<file path="src/sv/crc16_byte_stuffed_frame_encoder_top_assert.svh">
// ----------------------------------------------------------------------------
// Assertion macros for the crc16 byte-stuffed frame encoder
// Concurrent checks that compile away when SYNTHESIS is defined
// ----------------------------------------------------------------------------
`ifndef CRC16_BYTE_STUFFED_FRAME_ENCODER_TOP_ASSERT_SVH
`define CRC16_BYTE_STUFFED_FRAME_ENCODER_TOP_ASSERT_SVH
`ifndef SYNTHESIS
// property must hold on every clock edge out of reset
`define CBSFE_ASSERT(label, clk, rst_n, prop, msg) \
    label: assert property (@(posedge clk) disable iff (!rst_n) prop) else $error(msg);
// condition must never be seen out of reset
`define CBSFE_NEVER(label, clk, rst_n, cond, msg) \
    label: assert property (@(posedge clk) disable iff (!rst_n) !(cond)) else $error(msg);
`else
`define CBSFE_ASSERT(label, clk, rst_n, prop, msg)
`define CBSFE_NEVER(label, clk, rst_n, cond, msg)
`endif
`endif

</file>
<file path="src/sv/cbsfe_pkg.sv">
// ----------------------------------------------------------------------------
// cbsfe_pkg
// Types, constants and helper functions shared by the frame encoder modules
// ----------------------------------------------------------------------------
package cbsfe_pkg;

    localparam int CFG_IDX_W  = 2;
    localparam int CFG_DATA_W = 16;
    localparam int IN_TDATA_W = 40;

    typedef enum logic [CFG_IDX_W-1:0] {
        REG_DIRECTION  = 2'd0,
        REG_DEVICE_ID  = 2'd1,
        REG_FRAME_HEAD = 2'd2,
        REG_FRAME_TAIL = 2'd3
    } cfg_reg_t;

    localparam logic       DIR_ENCODE = 1'b0;
    localparam logic       KIND_START = 1'b0;
    localparam logic       KIND_DATA  = 1'b1;

    localparam logic [7:0]  ESC_BYTE   = 8'h7D;
    localparam logic [7:0]  ESC_FLIP   = 8'h20;
    localparam logic [7:0]  FLAG_TAIL  = 8'h7E;
    localparam logic [7:0]  FLAG_HEAD  = 8'h7F;
    localparam logic [15:0] CRC_POLY   = 16'h8005;
    localparam logic [15:0] CRC_TOP    = 16'h8000;

    typedef struct packed {
        logic        direction;
        logic [15:0] device_id;
        logic [7:0]  frame_head;
        logic [7:0]  frame_tail;
    } cfg_t;

    typedef struct packed {
        logic        kind;
        logic [15:0] command_word;
        logic [15:0] payload_length;
        logic [7:0]  payload_byte;
        logic        end_of_block;
    } item_t;

    // position of the raw byte within the current item
    typedef enum logic [9:0] {
        PH_FIRST  = 10'b00_0000_0001,
        PH_C0     = 10'b00_0000_0010,
        PH_C1     = 10'b00_0000_0100,
        PH_D0     = 10'b00_0000_1000,
        PH_D1     = 10'b00_0001_0000,
        PH_L0     = 10'b00_0010_0000,
        PH_L1     = 10'b00_0100_0000,
        PH_CRC_LO = 10'b00_1000_0000,
        PH_CRC_HI = 10'b01_0000_0000,
        PH_TAIL   = 10'b10_0000_0000
    } phase_t;

    // one byte of crc-16 poly 0x8005, msb first
    function automatic logic [15:0] crc16_byte(input logic [15:0] crc, input logic [7:0] b);
        logic [15:0] c;
        c = crc ^ {b, 8'h00};
        for (int i = 0; i < 8; i++) begin
            if ((c & CRC_TOP) != 16'h0000)
                c = {c[14:0], 1'b0} ^ CRC_POLY;
            else
                c = {c[14:0], 1'b0};
        end
        return c;
    endfunction

    function automatic logic needs_escape(input logic [7:0] b);
        return (b == ESC_BYTE) || (b == FLAG_TAIL) || (b == FLAG_HEAD);
    endfunction

endpackage

</file>
<file path="src/sv/crc16_byte_stuffed_frame_encoder_top.sv">
// ----------------------------------------------------------------------------
// crc16_byte_stuffed_frame_encoder_top
// Serial command framer with crc-16 and byte stuffing, plus escape removal
// ----------------------------------------------------------------------------
// Input items arrive on the s_ channel. In encode mode a start item (tuser 0)
// opens a frame: head, command word, device id and length go out low byte
// first, then each data item (tuser 1) adds one payload byte. After the last
// payload byte the crc (low byte first) and the tail byte follow, the tail
// with tlast set. Bytes between head and tail equal to 0x7D..0x7F go out as
// 0x7D and the byte xor 0x20. In decode mode the escapes are only removed and
// tlast of the input is passed to the byte it ends.
// Results leave on the m_ channel, one byte per cycle unless the receiver
// stalls, from an output register; the first byte of an item passes the
// input register and then the output register. An item stays in the input
// register until it has given all its output bytes: one or two for a data
// byte, 4 to 7 for the data byte that closes the frame, 7 to 18 for a start
// item. A decode item, or a data item with no frame open, gives one byte or
// none. The next item is taken in the cycle the held one finishes, so bytes
// stream without bubbles except where an item gives no byte.
// When the receiver stalls, the output byte holds and the input stops taking
// items once the held item has a byte ready. Reset clears the frame state and
// loads the register defaults; no clearing pass is needed. Configuration
// writes take effect on the next edge; the user keeps them to idle, unchecked.
// ----------------------------------------------------------------------------
module crc16_byte_stuffed_frame_encoder_top (
    input  logic                              clk,
    input  logic                              rst_n,
    input  logic                              s_tvalid,
    output logic                              s_tready,
    // command_word [15:0], payload_length [31:16], payload_byte [39:32]
    input  logic [cbsfe_pkg::IN_TDATA_W-1:0]  s_tdata,
    // kind
    input  logic                              s_tuser,
    input  logic                              s_tlast,
    output logic                              m_tvalid,
    input  logic                              m_tready,
    // out_byte [7:0]
    output logic [7:0]                        m_tdata,
    output logic                              m_tlast,
    input  logic                              cfg_we,
    input  logic [cbsfe_pkg::CFG_IDX_W-1:0]   cfg_index,
    input  logic [cbsfe_pkg::CFG_DATA_W-1:0]  cfg_wdata
);
    import cbsfe_pkg::*;

    cfg_t  cfg;
    item_t item;
    logic  item_valid;
    logic  pop;

    cbsfe_cfg_regs u_cfg_regs (
        .clk       (clk),
        .rst_n     (rst_n),
        .cfg_we    (cfg_we),
        .cfg_index (cfg_index),
        .cfg_wdata (cfg_wdata),
        .cfg       (cfg)
    );

    cbsfe_in_reg u_in_reg (
        .clk        (clk),
        .rst_n      (rst_n),
        .s_tvalid   (s_tvalid),
        .s_tready   (s_tready),
        .s_tdata    (s_tdata),
        .s_tuser    (s_tuser),
        .s_tlast    (s_tlast),
        .pop        (pop),
        .item       (item),
        .item_valid (item_valid)
    );

    cbsfe_framer u_framer (
        .clk        (clk),
        .rst_n      (rst_n),
        .cfg        (cfg),
        .item       (item),
        .item_valid (item_valid),
        .pop        (pop),
        .m_tvalid   (m_tvalid),
        .m_tready   (m_tready),
        .m_tdata    (m_tdata),
        .m_tlast    (m_tlast)
    );

endmodule

</file>
<file path="src/sv/cbsfe_cfg_regs.sv">
// ----------------------------------------------------------------------------
// cbsfe_cfg_regs
// Configuration register file written through a plain write port
// ----------------------------------------------------------------------------
module cbsfe_cfg_regs (
    input  logic                              clk,
    input  logic                              rst_n,
    input  logic                              cfg_we,
    input  logic [cbsfe_pkg::CFG_IDX_W-1:0]   cfg_index,
    input  logic [cbsfe_pkg::CFG_DATA_W-1:0]  cfg_wdata,
    output cbsfe_pkg::cfg_t                   cfg
);
    import cbsfe_pkg::*;

    cfg_t cfg_reg;
    cfg_t cfg_next;

    always_comb
    begin
        cfg_next = cfg_reg;
        if (cfg_we)
        begin
            unique case (cfg_reg_t'(cfg_index))
                REG_DIRECTION:  cfg_next.direction  = cfg_wdata[0];
                REG_DEVICE_ID:  cfg_next.device_id  = cfg_wdata[15:0];
                REG_FRAME_HEAD: cfg_next.frame_head = cfg_wdata[7:0];
                REG_FRAME_TAIL: cfg_next.frame_tail = cfg_wdata[7:0];
            endcase
        end
    end

    always_ff @(posedge clk or negedge rst_n)
    begin
        if (!rst_n)
        begin
            cfg_reg.direction  <= DIR_ENCODE;
            cfg_reg.device_id  <= 16'h0000;
            cfg_reg.frame_head <= FLAG_HEAD;
            cfg_reg.frame_tail <= FLAG_TAIL;
        end
        else
        begin
            cfg_reg <= cfg_next;
        end
    end

    assign cfg = cfg_reg;

endmodule

</file>
<file path="src/sv/cbsfe_in_reg.sv">
// ----------------------------------------------------------------------------
// cbsfe_in_reg
// Input register holding the item that the framer is working on
// ----------------------------------------------------------------------------
module cbsfe_in_reg (
    input  logic                               clk,
    input  logic                               rst_n,
    input  logic                               s_tvalid,
    output logic                               s_tready,
    input  logic [cbsfe_pkg::IN_TDATA_W-1:0]   s_tdata,
    input  logic                               s_tuser,
    input  logic                               s_tlast,
    input  logic                               pop,
    output cbsfe_pkg::item_t                   item,
    output logic                               item_valid
);
    import cbsfe_pkg::*;

    item_t item_reg;
    item_t item_next;
    logic  valid_reg;
    logic  valid_next;
    logic  load;

    // a new item may enter in the cycle the held one is finished
    assign s_tready = !valid_reg || pop;
    assign load     = s_tvalid && s_tready;

    always_comb
    begin
        item_next.kind           = s_tuser;
        item_next.command_word   = s_tdata[15:0];
        item_next.payload_length = s_tdata[31:16];
        item_next.payload_byte   = s_tdata[39:32];
        item_next.end_of_block   = s_tlast;

        if (load)
            valid_next = 1'b1;
        else if (pop)
            valid_next = 1'b0;
        else
            valid_next = valid_reg;
    end

    always_ff @(posedge clk or negedge rst_n)
    begin
        if (!rst_n)
            valid_reg <= 1'b0;
        else
            valid_reg <= valid_next;
    end

    always_ff @(posedge clk)
    begin
        if (load)
            item_reg <= item_next;
    end

    assign item       = item_reg;
    assign item_valid = valid_reg;

endmodule

</file>
<file path="src/sv/cbsfe_framer.sv">
// ----------------------------------------------------------------------------
// cbsfe_framer
// Walks the raw bytes of the held item, runs the crc, stuffs escapes (or
// removes them in decode mode) and drives the output register
// ----------------------------------------------------------------------------
`include "crc16_byte_stuffed_frame_encoder_top_assert.svh"

module cbsfe_framer (
    input  logic              clk,
    input  logic              rst_n,
    input  cbsfe_pkg::cfg_t   cfg,
    input  cbsfe_pkg::item_t  item,
    input  logic              item_valid,
    output logic              pop,
    output logic              m_tvalid,
    input  logic              m_tready,
    output logic [7:0]        m_tdata,   // out_byte
    output logic              m_tlast
);
    import cbsfe_pkg::*;

    phase_t      phase_reg, phase_next;
    logic        half_reg, half_next;
    logic        frame_open_reg, frame_open_next;
    logic [15:0] bytes_left_reg, bytes_left_next;
    logic [15:0] crc_reg, crc_next;
    logic        esc_pending_reg, esc_pending_next;
    logic        out_valid_reg, out_valid_next;
    logic [7:0]  out_byte_reg;
    logic        out_last_reg;

    logic        slot;
    logic        emit;
    logic [7:0]  emit_byte;
    logic        emit_last;
    logic        advance;
    logic [7:0]  raw_byte;
    logic        escapable;
    logic [15:0] crc_step;

    assign slot = !out_valid_reg || m_tready;

    always_comb
    begin
        unique case (phase_reg)
            PH_FIRST:  raw_byte = (item.kind == KIND_START) ? cfg.frame_head : item.payload_byte;
            PH_C0:     raw_byte = item.command_word[7:0];
            PH_C1:     raw_byte = item.command_word[15:8];
            PH_D0:     raw_byte = cfg.device_id[7:0];
            PH_D1:     raw_byte = cfg.device_id[15:8];
            PH_L0:     raw_byte = item.payload_length[7:0];
            PH_L1:     raw_byte = item.payload_length[15:8];
            PH_CRC_LO: raw_byte = crc_reg[7:0];
            PH_CRC_HI: raw_byte = crc_reg[15:8];
            PH_TAIL:   raw_byte = cfg.frame_tail;
            default:   raw_byte = item.payload_byte;
        endcase
    end

    // head and tail go out raw
    assign escapable = !((phase_reg == PH_TAIL) ||
                         ((phase_reg == PH_FIRST) && (item.kind == KIND_START)));
    assign crc_step  = crc16_byte(crc_reg, raw_byte);

    always_comb
    begin
        phase_next       = phase_reg;
        half_next        = half_reg;
        frame_open_next  = frame_open_reg;
        bytes_left_next  = bytes_left_reg;
        crc_next         = crc_reg;
        esc_pending_next = esc_pending_reg;
        pop              = 1'b0;
        emit             = 1'b0;
        emit_byte        = raw_byte;
        emit_last        = 1'b0;
        advance          = 1'b0;

        if (item_valid)
        begin
            if (cfg.direction != DIR_ENCODE)
            begin
                if (esc_pending_reg)
                begin
                    if (slot)
                    begin
                        emit             = 1'b1;
                        emit_byte        = item.payload_byte ^ ESC_FLIP;
                        emit_last        = item.end_of_block;
                        esc_pending_next = 1'b0;
                        pop              = 1'b1;
                    end
                end
                else if (item.payload_byte == ESC_BYTE)
                begin
                    // escape on the last byte of a block is dropped
                    esc_pending_next = !item.end_of_block;
                    pop              = 1'b1;
                end
                else if (slot)
                begin
                    emit      = 1'b1;
                    emit_byte = item.payload_byte;
                    emit_last = item.end_of_block;
                    pop       = 1'b1;
                end
            end
            else if ((phase_reg == PH_FIRST) && (item.kind == KIND_DATA) && !frame_open_reg)
            begin
                pop = 1'b1;
            end
            else if (slot)
            begin
                emit = 1'b1;
                if (escapable && needs_escape(raw_byte) && !half_reg)
                begin
                    emit_byte = ESC_BYTE;
                    half_next = 1'b1;
                end
                else
                begin
                    emit_byte = half_reg ? (raw_byte ^ ESC_FLIP) : raw_byte;
                    half_next = 1'b0;
                    advance   = 1'b1;
                end
            end
        end

        if (advance)
        begin
            unique case (phase_reg)
                PH_FIRST:
                begin
                    if (item.kind == KIND_START)
                    begin
                        frame_open_next = 1'b1;
                        bytes_left_next = item.payload_length;
                        crc_next        = 16'h0000;
                        phase_next      = PH_C0;
                    end
                    else
                    begin
                        crc_next        = crc_step;
                        bytes_left_next = bytes_left_reg - 16'd1;
                        if (bytes_left_reg == 16'd1)
                            phase_next = PH_CRC_LO;
                        else
                            pop = 1'b1;
                    end
                end
                PH_C0:
                begin
                    crc_next   = crc_step;
                    phase_next = PH_C1;
                end
                PH_C1:
                begin
                    crc_next   = crc_step;
                    phase_next = PH_D0;
                end
                PH_D0:
                begin
                    crc_next   = crc_step;
                    phase_next = PH_D1;
                end
                PH_D1:
                begin
                    crc_next   = crc_step;
                    phase_next = PH_L0;
                end
                PH_L0:
                begin
                    crc_next   = crc_step;
                    phase_next = PH_L1;
                end
                PH_L1:
                begin
                    crc_next = crc_step;
                    // empty payload closes the frame right away
                    if (item.payload_length == 16'd0)
                        phase_next = PH_CRC_LO;
                    else
                        pop = 1'b1;
                end
                PH_CRC_LO: phase_next = PH_CRC_HI;
                PH_CRC_HI: phase_next = PH_TAIL;
                PH_TAIL:
                begin
                    emit_last       = 1'b1;
                    frame_open_next = 1'b0;
                    bytes_left_next = 16'd0;
                    crc_next        = 16'h0000;
                    pop             = 1'b1;
                end
                default: phase_next = PH_FIRST;
            endcase
        end

        if (pop)
        begin
            phase_next = PH_FIRST;
            half_next  = 1'b0;
        end

        if (emit)
            out_valid_next = 1'b1;
        else if (m_tready)
            out_valid_next = 1'b0;
        else
            out_valid_next = out_valid_reg;
    end

    always_ff @(posedge clk or negedge rst_n)
    begin
        if (!rst_n)
        begin
            phase_reg       <= PH_FIRST;
            half_reg        <= 1'b0;
            frame_open_reg  <= 1'b0;
            bytes_left_reg  <= 16'd0;
            crc_reg         <= 16'h0000;
            esc_pending_reg <= 1'b0;
            out_valid_reg   <= 1'b0;
        end
        else
        begin
            phase_reg       <= phase_next;
            half_reg        <= half_next;
            frame_open_reg  <= frame_open_next;
            bytes_left_reg  <= bytes_left_next;
            crc_reg         <= crc_next;
            esc_pending_reg <= esc_pending_next;
            out_valid_reg   <= out_valid_next;
        end
    end

    always_ff @(posedge clk)
    begin
        if (emit)
        begin
            out_byte_reg <= emit_byte;
            out_last_reg <= emit_last;
        end
    end

    assign m_tvalid = out_valid_reg;
    assign m_tdata  = out_byte_reg;
    assign m_tlast  = out_last_reg;

    `CBSFE_ASSERT(a_half_needs_item, clk, rst_n, half_reg |-> item_valid, "escape half pending with no item held")
    `CBSFE_ASSERT(a_phase_needs_item, clk, rst_n, (phase_reg != PH_FIRST) |-> item_valid, "frame walk in progress with no item held")
    `CBSFE_ASSERT(a_open_has_count, clk, rst_n, (frame_open_reg && (phase_reg == PH_FIRST)) |-> (bytes_left_reg != 16'd0), "open frame waiting with zero bytes left")
    `CBSFE_ASSERT(a_tail_is_last, clk, rst_n, (emit && advance && (phase_reg == PH_TAIL)) |=> (out_valid_reg && out_last_reg), "tail byte not marked last")
    `CBSFE_NEVER(a_no_overwrite, clk, rst_n, emit && out_valid_reg && !m_tready, "output register overwritten while stalled")

endmodule
</file>
<file path="config.mk">
export PLATFORM = sky130hd
export DESIGN_NAME = crc16_byte_stuffed_frame_encoder_top
export DESIGN_NICKNAME = d
export VERILOG_FILES = /design/src/sv/cbsfe_pkg.sv /design/src/sv/crc16_byte_stuffed_frame_encoder_top.sv /design/src/sv/cbsfe_cfg_regs.sv /design/src/sv/cbsfe_in_reg.sv /design/src/sv/cbsfe_framer.sv
export VERILOG_INCLUDE_DIRS = /design/src /design/src/sv
export SDC_FILE = /design/constraint.sdc
export NUM_CORES = 1
export LEC_CHECK = 0
export BUFFER_PORTS_ARGS = -buffer_cell sky130_fd_sc_hd__buf_2
export CAP_MARGIN = 15
export CORE_MARGIN = 2
export CORE_UTILIZATION = 50
export CTS_BUF_LIST = sky130_fd_sc_hd__clkbuf_4 sky130_fd_sc_hd__clkbuf_8
export CTS_CLUSTER_SIZE = 12
export DETAILED_ROUTE_END_ITERATION = 7
export PLACE_DENSITY = 0.77
export RECOVER_POWER = 100
export SYNTH_ARGS = -nofsm -noshare
export SYNTH_HDL_FRONTEND = slang
export SYNTH_SLANG_ARGS = --single-unit
</file>
<file path="constraint.sdc">
create_clock -name clk -period 15.1 [get_ports clk]
set_input_delay 1.51 -clock clk [delete_from_list [all_inputs] [get_ports clk]]
set_output_delay 1.51 -clock clk [all_outputs]
set_load 0.05 [all_outputs]
</file>
==> impl_metrics.json, run 1 <==
{
  "worstSetupStartpoint": "u_framer.phase_reg[0]",
  "min_period_ps": 6441,
  "cts.repair.resized": 0,
  "min_from": "u_in_reg.item[0]",
  "drtPass1Iterations": 6,
  "dp_hpwl_um": 13480,
  "synth_edf_count": 51,
  "cp_slowest_cell": "o21ai_0",
  "clock_latency_ps": 450,
  "min_delay_path_depth": 1,
  "drt.antenna.violating_nets": 0,
  "status": "finished with violations",
  "slew_headroom_pct": -189.0,
  "hold_path_class": "reg -> reg",
  "syn_to_final_growth_pct": 10.87,
  "clk_pin_slew_worst_paths_ps": 70,
  "routed_wl_um": 18590,
  "r2r-start": "u_framer.phase_reg[0]",
  "drive_gt1_share_pct": 22.16,
  "drc": 0,
  "overflow": 0,
  "synth_ff_type": "dfrtp_1",
  "layout.nets": 758,
  "die_w_um": 121.6,
  "die-area_um2": 14790,
  "final_cell_mix": "dfrtp_1, nand2_1, buf_2",
  "wl_per_cell_um": 21.13,
  "synthCells": 632,
  "worst_setup_path_start_kind": "flop",
  "die_h_um": 121.6,
  "period_share_pct": 42.66,
  "setup_violations": 0,
  "grt_max_degree": 81,
  "peakVddDrop_mv": 0.1044,
  "rsz0062_at_grt": "no",
  "antenna_cells": 0,
  "numCtsBuffers": 17,
  "finalHoldViolCount": 0,
  "fin_worst_skew_ps": 9.826,
  "clock_path_buffers": 2,
  "initialDrtViolationCount": 644,
  "largest_reg_flops": 42,
  "regToRegSetupSlack_ps": 8810,
  "async_reset_ff_share_pct": 61.07,
  "post-route-util_pct": 57.24,
  "post_cts_buffers": 0,
  "drv_slew": 153,
  "ys_seq_area_share_pct": 51.33,
  "regToRegEndpoint": "u_in_reg.item[24]",
  "total_leakage_power_nw": 3.085,
  "crit_family": "compound AO/OA/AOI/OAI gates",
  "final_common_cell": "dfrtp_1",
  "io_buffers": 75,
  "syn_nets": 699,
  "cp_data_required_time_ps": 13590,
  "grt.total_usage_pct": 26.46,
  "fin_setup_tns_ps": 0,
  "cp_cell_sequence": "nor4_1, a32oi_1, o21ai_0, o21ai_0, a211oi_1, a21oi_1, a21oi_1, inv_1, clkbuf_1",
  "num_io_pins": 76,
  "avgSynthCellArea_um2": 10.95,
  "gp_congestion": 1.032,
  "maxCapViolations": 4,
  "cts_root_buf": "clkbuf_8",
  "grt_pass1_vias": 5460,
  "power_density_nw_per_um2": 213.1,
  "grt_pass1_wl_um": 29550,
  "rr_worst_depth": 8,
  "synth-seq-cells": 131,
  "row_count": 42,
  "initial_core_util_pct": 51.62,
  "hold_buffers": 0,
  "worstMarginPinSlew_ps": 4335,
  "cp.buffers_inverters": 2,
  "min_to": "u_framer.esc_pending_reg",
  "htreeDepth": 4,
  "critPathCaptureType": "primary output",
  "tritoncts": "yes",
  "numClockSinks": 131,
  "max_stage_delay_ps": 1160,
  "ys_warn_count": 0,
  "path_max_fanout": 11,
  "fmax_ghz": 0.1553,
  "num_vias": 5483,
  "synth_cell_type_count": 76,
  "critical_path_class": "reg -> out",
  "nFillCells": 1139,
  "violations": "max-capacitance violations, max-slew violations",
  "crit_arrival_ps": 4930,
  "syn_area_um2": 6918,
  "coreArea_um2": 13400,
  "avgViaCountPerCell": 6.231,
  "antenna_found_initial": 0
}
## logic make-up (layout without fill, tap and decap cells)
| kind of cell | Yosys count | count (layout) | synth area share (%) |
|---|---|---|---|
| simple gates | 207 | 207 | 16.04 |
| compound gates | 162 | 162 | 16.30 |
| xor+xnor | 31 | 31 | 4.431 |
| mux | 52 | 52 | 8.175 |
| flops | 131 | 131 | 51.33 |
| fa+ha+maj | 2 | 2 | 0.3617 |
| buf+inv | 47 | 119 | 3.364 |
## final cells by class
type	instances	area, um^2	share of cell area (%)
timing repair buffer	78	376.6	4.910
inverter	9	33.78	0.4405
clock inverter	12	138.9	1.811
multi-input combinational	454	3093	40.33
sequential	131	3551	46.30
tap	176	220.2	2.871
clock buffer	20	256.5	3.344
## through the flow
stage	power (mW)	instance area (um^2)	hold WS, ps	cells	setup slack [ps]
after detailed placement	1.343	7340	477.2	847	10020
final	1.634	7670	482.6	880	8659
after floorplan	1.175	6918	434.8	632	9872
after CTS	1.646	7735	488.1	879	9593
after global placement	1.317	7340	469.9	847	10110
after global routing	1.725	7670	513.4	880	8247
## where the power goes
part | internal, mW | switching, mW | total [mW]
clock | 0.166 | 0.134 | 0.299
sequential | 0.489 | 0.0964 | 0.585
combinational | 0.305 | 0.445 | 0.749
total | 0.959 | 0.675 | 1.63
## synthesized netlist by cell type (4+ instances only)
library cell / n / area share (%)
clkbuf_1: 23 / 1.2
o21ai_0: 47 / 3.4
dfrtp_1: 66 / 24
nand2b_1: 5 / 0.45
a32o_1: 4 / 0.58
a211oi_1: 6 / 0.65
nand2_1: 64 / 3.5
edfxtp_1: 51 / 22
a2bb2oi_1: 4 / 0.51
a22oi_1: 22 / 2.4
o22ai_1: 9 / 0.81
a22o_1: 15 / 1.9
and3_1: 4 / 0.36
mux2i_1: 16 / 2.3
nor4_1: 10 / 0.90
dfstp_2: 14 / 5.3
inv_1: 9 / 0.49
mux2_2: 36 / 5.9
nand3b_1: 16 / 1.7
a211o_1: 4 / 0.51
xor2_1: 14 / 1.8
xnor2_1: 14 / 1.8
nand3_1: 7 / 0.51
nor2b_1: 10 / 0.90
nor3b_1: 5 / 0.54
or2_2: 6 / 0.54
nor3_1: 17 / 1.2
or3_1: 6 / 0.54
nor2_1: 34 / 1.8
buf_2: 6 / 0.43
buf_6: 4 / 0.65
a21oi_1: 16 / 1.2
## worst max path at each step
stage,slack (ps),end,cells past startpoint
final,8660,s_tready,9
after detailed placement,10020,s_tready,9
after floorplan,9870,u_in_reg.item[0],7
after CTS,9590,s_tready,10
after global routing,8250,s_tready,9
after global placement,10110,s_tready,9
## routing by layer
metal | part of all wire, % | vias up | track usage [%]
met5 | 0 | - | 0
met4 | 3.6 | 0 | 12.64
met3 | 7.7 | 55 | 5.243
met2 | 48 | 281 | 42.13
met1 | 40 | 2669 | 34.94
li1 | - | 2478 | -
(Power assumes the default switching activity.)
==> run 2: changes to the inputs <==
--- a/config.mk
+++ b/config.mk
@@ -13,7 +13,7 @@
 export CTS_BUF_LIST = sky130_fd_sc_hd__clkbuf_4 sky130_fd_sc_hd__clkbuf_8
 export CTS_CLUSTER_SIZE = 12
 export DETAILED_ROUTE_END_ITERATION = 7
-export PLACE_DENSITY = 0.77
+export PLACE_DENSITY = 0.79
 export RECOVER_POWER = 100
 export SYNTH_ARGS = -nofsm -noshare
 export SYNTH_HDL_FRONTEND = slang
==> constraint.sdc (replaced) <==
create_clock -name clk -period 5.78 [get_ports clk]
set_input_delay 0.578 -clock clk [delete_from_list [all_inputs] [get_ports clk]]
set_output_delay 0.578 -clock clk [all_outputs]
set_load 0.05 [all_outputs]
==> run 2 against run 1 <==
Net effect: the run still ends with max-capacitance violations, max-slew violations left; via count down 0.27%; cell count unchanged; sequential share of layout area down 0.27 points; critical path type is now reg -> reg.
==> impl_metrics.json, run 2 (synthesized netlist as in run 1, its figures left out) <==
{
  "total_leakage_power_nw": 3.102,
  "drive_gt1_share_pct": 22.44,
  "cp_data_required_time_ps": 6130,
  "clk_pin_slew_worst_paths_ps": 80,
  "initialDrtViolationCount": 535,
  "hold_buffers": 0,
  "post_cts_buffers": 0,
  "wl_per_cell_um": 21.51,
  "busiest_layer": "met2",
  "final_common_cell": "dfrtp_1",
  "numClockSinks": 131,
  "seq_area_um2": 3551,
  "setup_violations": 0,
  "routed_wl_um": 18930,
  "p_sw_mw": 1.784,
  "final_cell_mix": "dfrtp_1, nand2_1, buf_2",
  "initial_core_util_pct": 51.62,
  "num_io_pins": 76,
  "dp.cells": 848,
  "violations": "max-capacitance violations, max-slew violations",
  "finalWorstSetupSlack_ps": 824.7,
  "finalNonFillerCells": 880,
  "antenna_cells": 0,
  "hold_path_class": "in -> reg",
  "avgViaCountPerCell": 6.214,
  "antenna_found_initial": 0,
  "row_count": 42,
  "grt_max_degree": 81,
  "die-area_um2": 14790,
  "sw_frac_of_total_pct": 41.20,
  "gp_congestion": 1.039,
  "fin_worst_skew_ps": 16.00,
  "io_buffers": 75,
  "maxCapViolations": 4,
  "seqPwrFrac_pct": 35.5,
  "nFillCells": 1132,
  "htreeDepth": 4,
  "overflow": 0,
  "drt.antenna.violating_nets": 0,
  "critPathCaptureType": "flop",
  "critical_path_class": "reg -> reg",
  "cts.repair.resized": 0,
  "die_w_um": 121.6,
  "rsz0062_at_grt": "no",
  "clock_path_buffers": 2,
  "drtPass1Iterations": 5,
  "met2_usage_pct": 43.71,
  "fin_setup_tns_ps": 0,
  "met3_usage_pct": 6.227,
  "worstMarginPinSlew_ps": 4387,
  "power_density_nw_per_um2": 561.1,
  "worst_setup_path_start_kind": "flop",
  "die_h_um": 121.6,
  "place_ws_ps": 1428,
  "min_period_ps": 4955,
  "grt_pass1_vias": 5355,
  "path_max_fanout": 21,
  "p_total_mw": 4.329,
  "slew_headroom_pct": -192.5,
  "period_share_pct": 85.73,
  "combPwrFrac_pct": 45.1,
  "num_vias": 5468,
  "tritoncts": "yes",
  "coreArea_um2": 13400,
  "use_met1_pct": 35.15,
  "multi_input_area_um2": 3104,
  "dp_hpwl_um": 13940,
  "largest_reg_flops": 42,
  "power_frac_clock_pct": 19.4,
  "clock_latency_ps": 460,
  "grt.total_usage_pct": 26.92,
  "crit_arrival_ps": 5300,
  "drv_slew": 127,
  "syn_to_final_growth_pct": 11.52,
  "p_int_mw": 2.545,
  "drc": 0,
  "finalHoldViolCount": 0,
  "peakVddDrop_mv": 0.3199,
  "cts_root_buf": "clkbuf_8",
  "fmax_ghz": 0.2018,
  "layout.nets": 758,
  "numCtsBuffers": 17,
  "grt_pass1_wl_um": 29680,
  "status": "finished with violations"
}
## run 2: final timing paths
| path | cells after the start | end | slack (ps) | startpoint |
|---|---|---|---|---|
| worst max-delay path | 10 | u_framer.bytes_left_reg[4] | 820 | u_framer.phase_reg[0] |
| max in group asynchronous | 1 | u_in_reg.item_valid | 1640 | rst_n |
| worst min-delay path | 1 | u_in_reg.item[27] | 290 | s_tdata[2] |
| min in group asynchronous | 1 | u_framer.phase_reg[9] | 1680 | rst_n |
| worst min register to register | 1 | u_framer.esc_pending_reg | 470 | u_in_reg.item[0] |
| worst max register to register | 10 | u_framer.bytes_left_reg[4] | 820 | u_framer.phase_reg[0] |
## run 2: stage by stage
step / area, um^2 / util [%] / hold slack, ps
finish: 7715 / 57.57 / 293.5
global route: 7715 / 57.57 / 263.1
CTS: 7776 / 58.03 / 266.1
detailed placement: 7347 / 54.83 / 461.2
global placement: 7347 / 54.83 / 446.4
floorplan: 6918 / - / 282.4
## run 2: power by group through the flow
| stage | clock network, mW | logic, mW | registers [mW] |
|---|---|---|---|
| after global routing | 0.882 | 2.12 | 1.56 |
| after detailed placement | 0 | 1.97 | 1.54 |
| after CTS | 0.847 | 1.98 | 1.53 |
| after floorplan | 0 | 1.53 | 1.54 |
| final | 0.839 | 1.95 | 1.54 |
| after global placement | 0 | 1.93 | 1.53 |
## run 2: cell type report
cell class	instances	area share, %
Inverter	9	0.4379
Clock buffer	18	3.130
Sequential cell	131	46.03
Multi-Input combinational cell	454	40.24
Tap cell	176	2.854
Clock inverter	14	2.433
Timing Repair Buffer	78	4.882
## run 2: worst max-delay path: stages, from the launching register on
cell and delay [ps]:
dfstp_1 730, or4b_1 640, or3_1 490, o22a_1 260, nand4_2 90, a22oi_1 110, or4_1 570, o221ai_1 1300
nor2_1 160, a32o_1 330, a31o_1 180
## run 2: per-layer routing
layer	part of all wire, %	up-vias
met3	8.0	43
met5	0	-
met1	41	2661
li1	-	2481
met4	2.8	0
met2	48	283
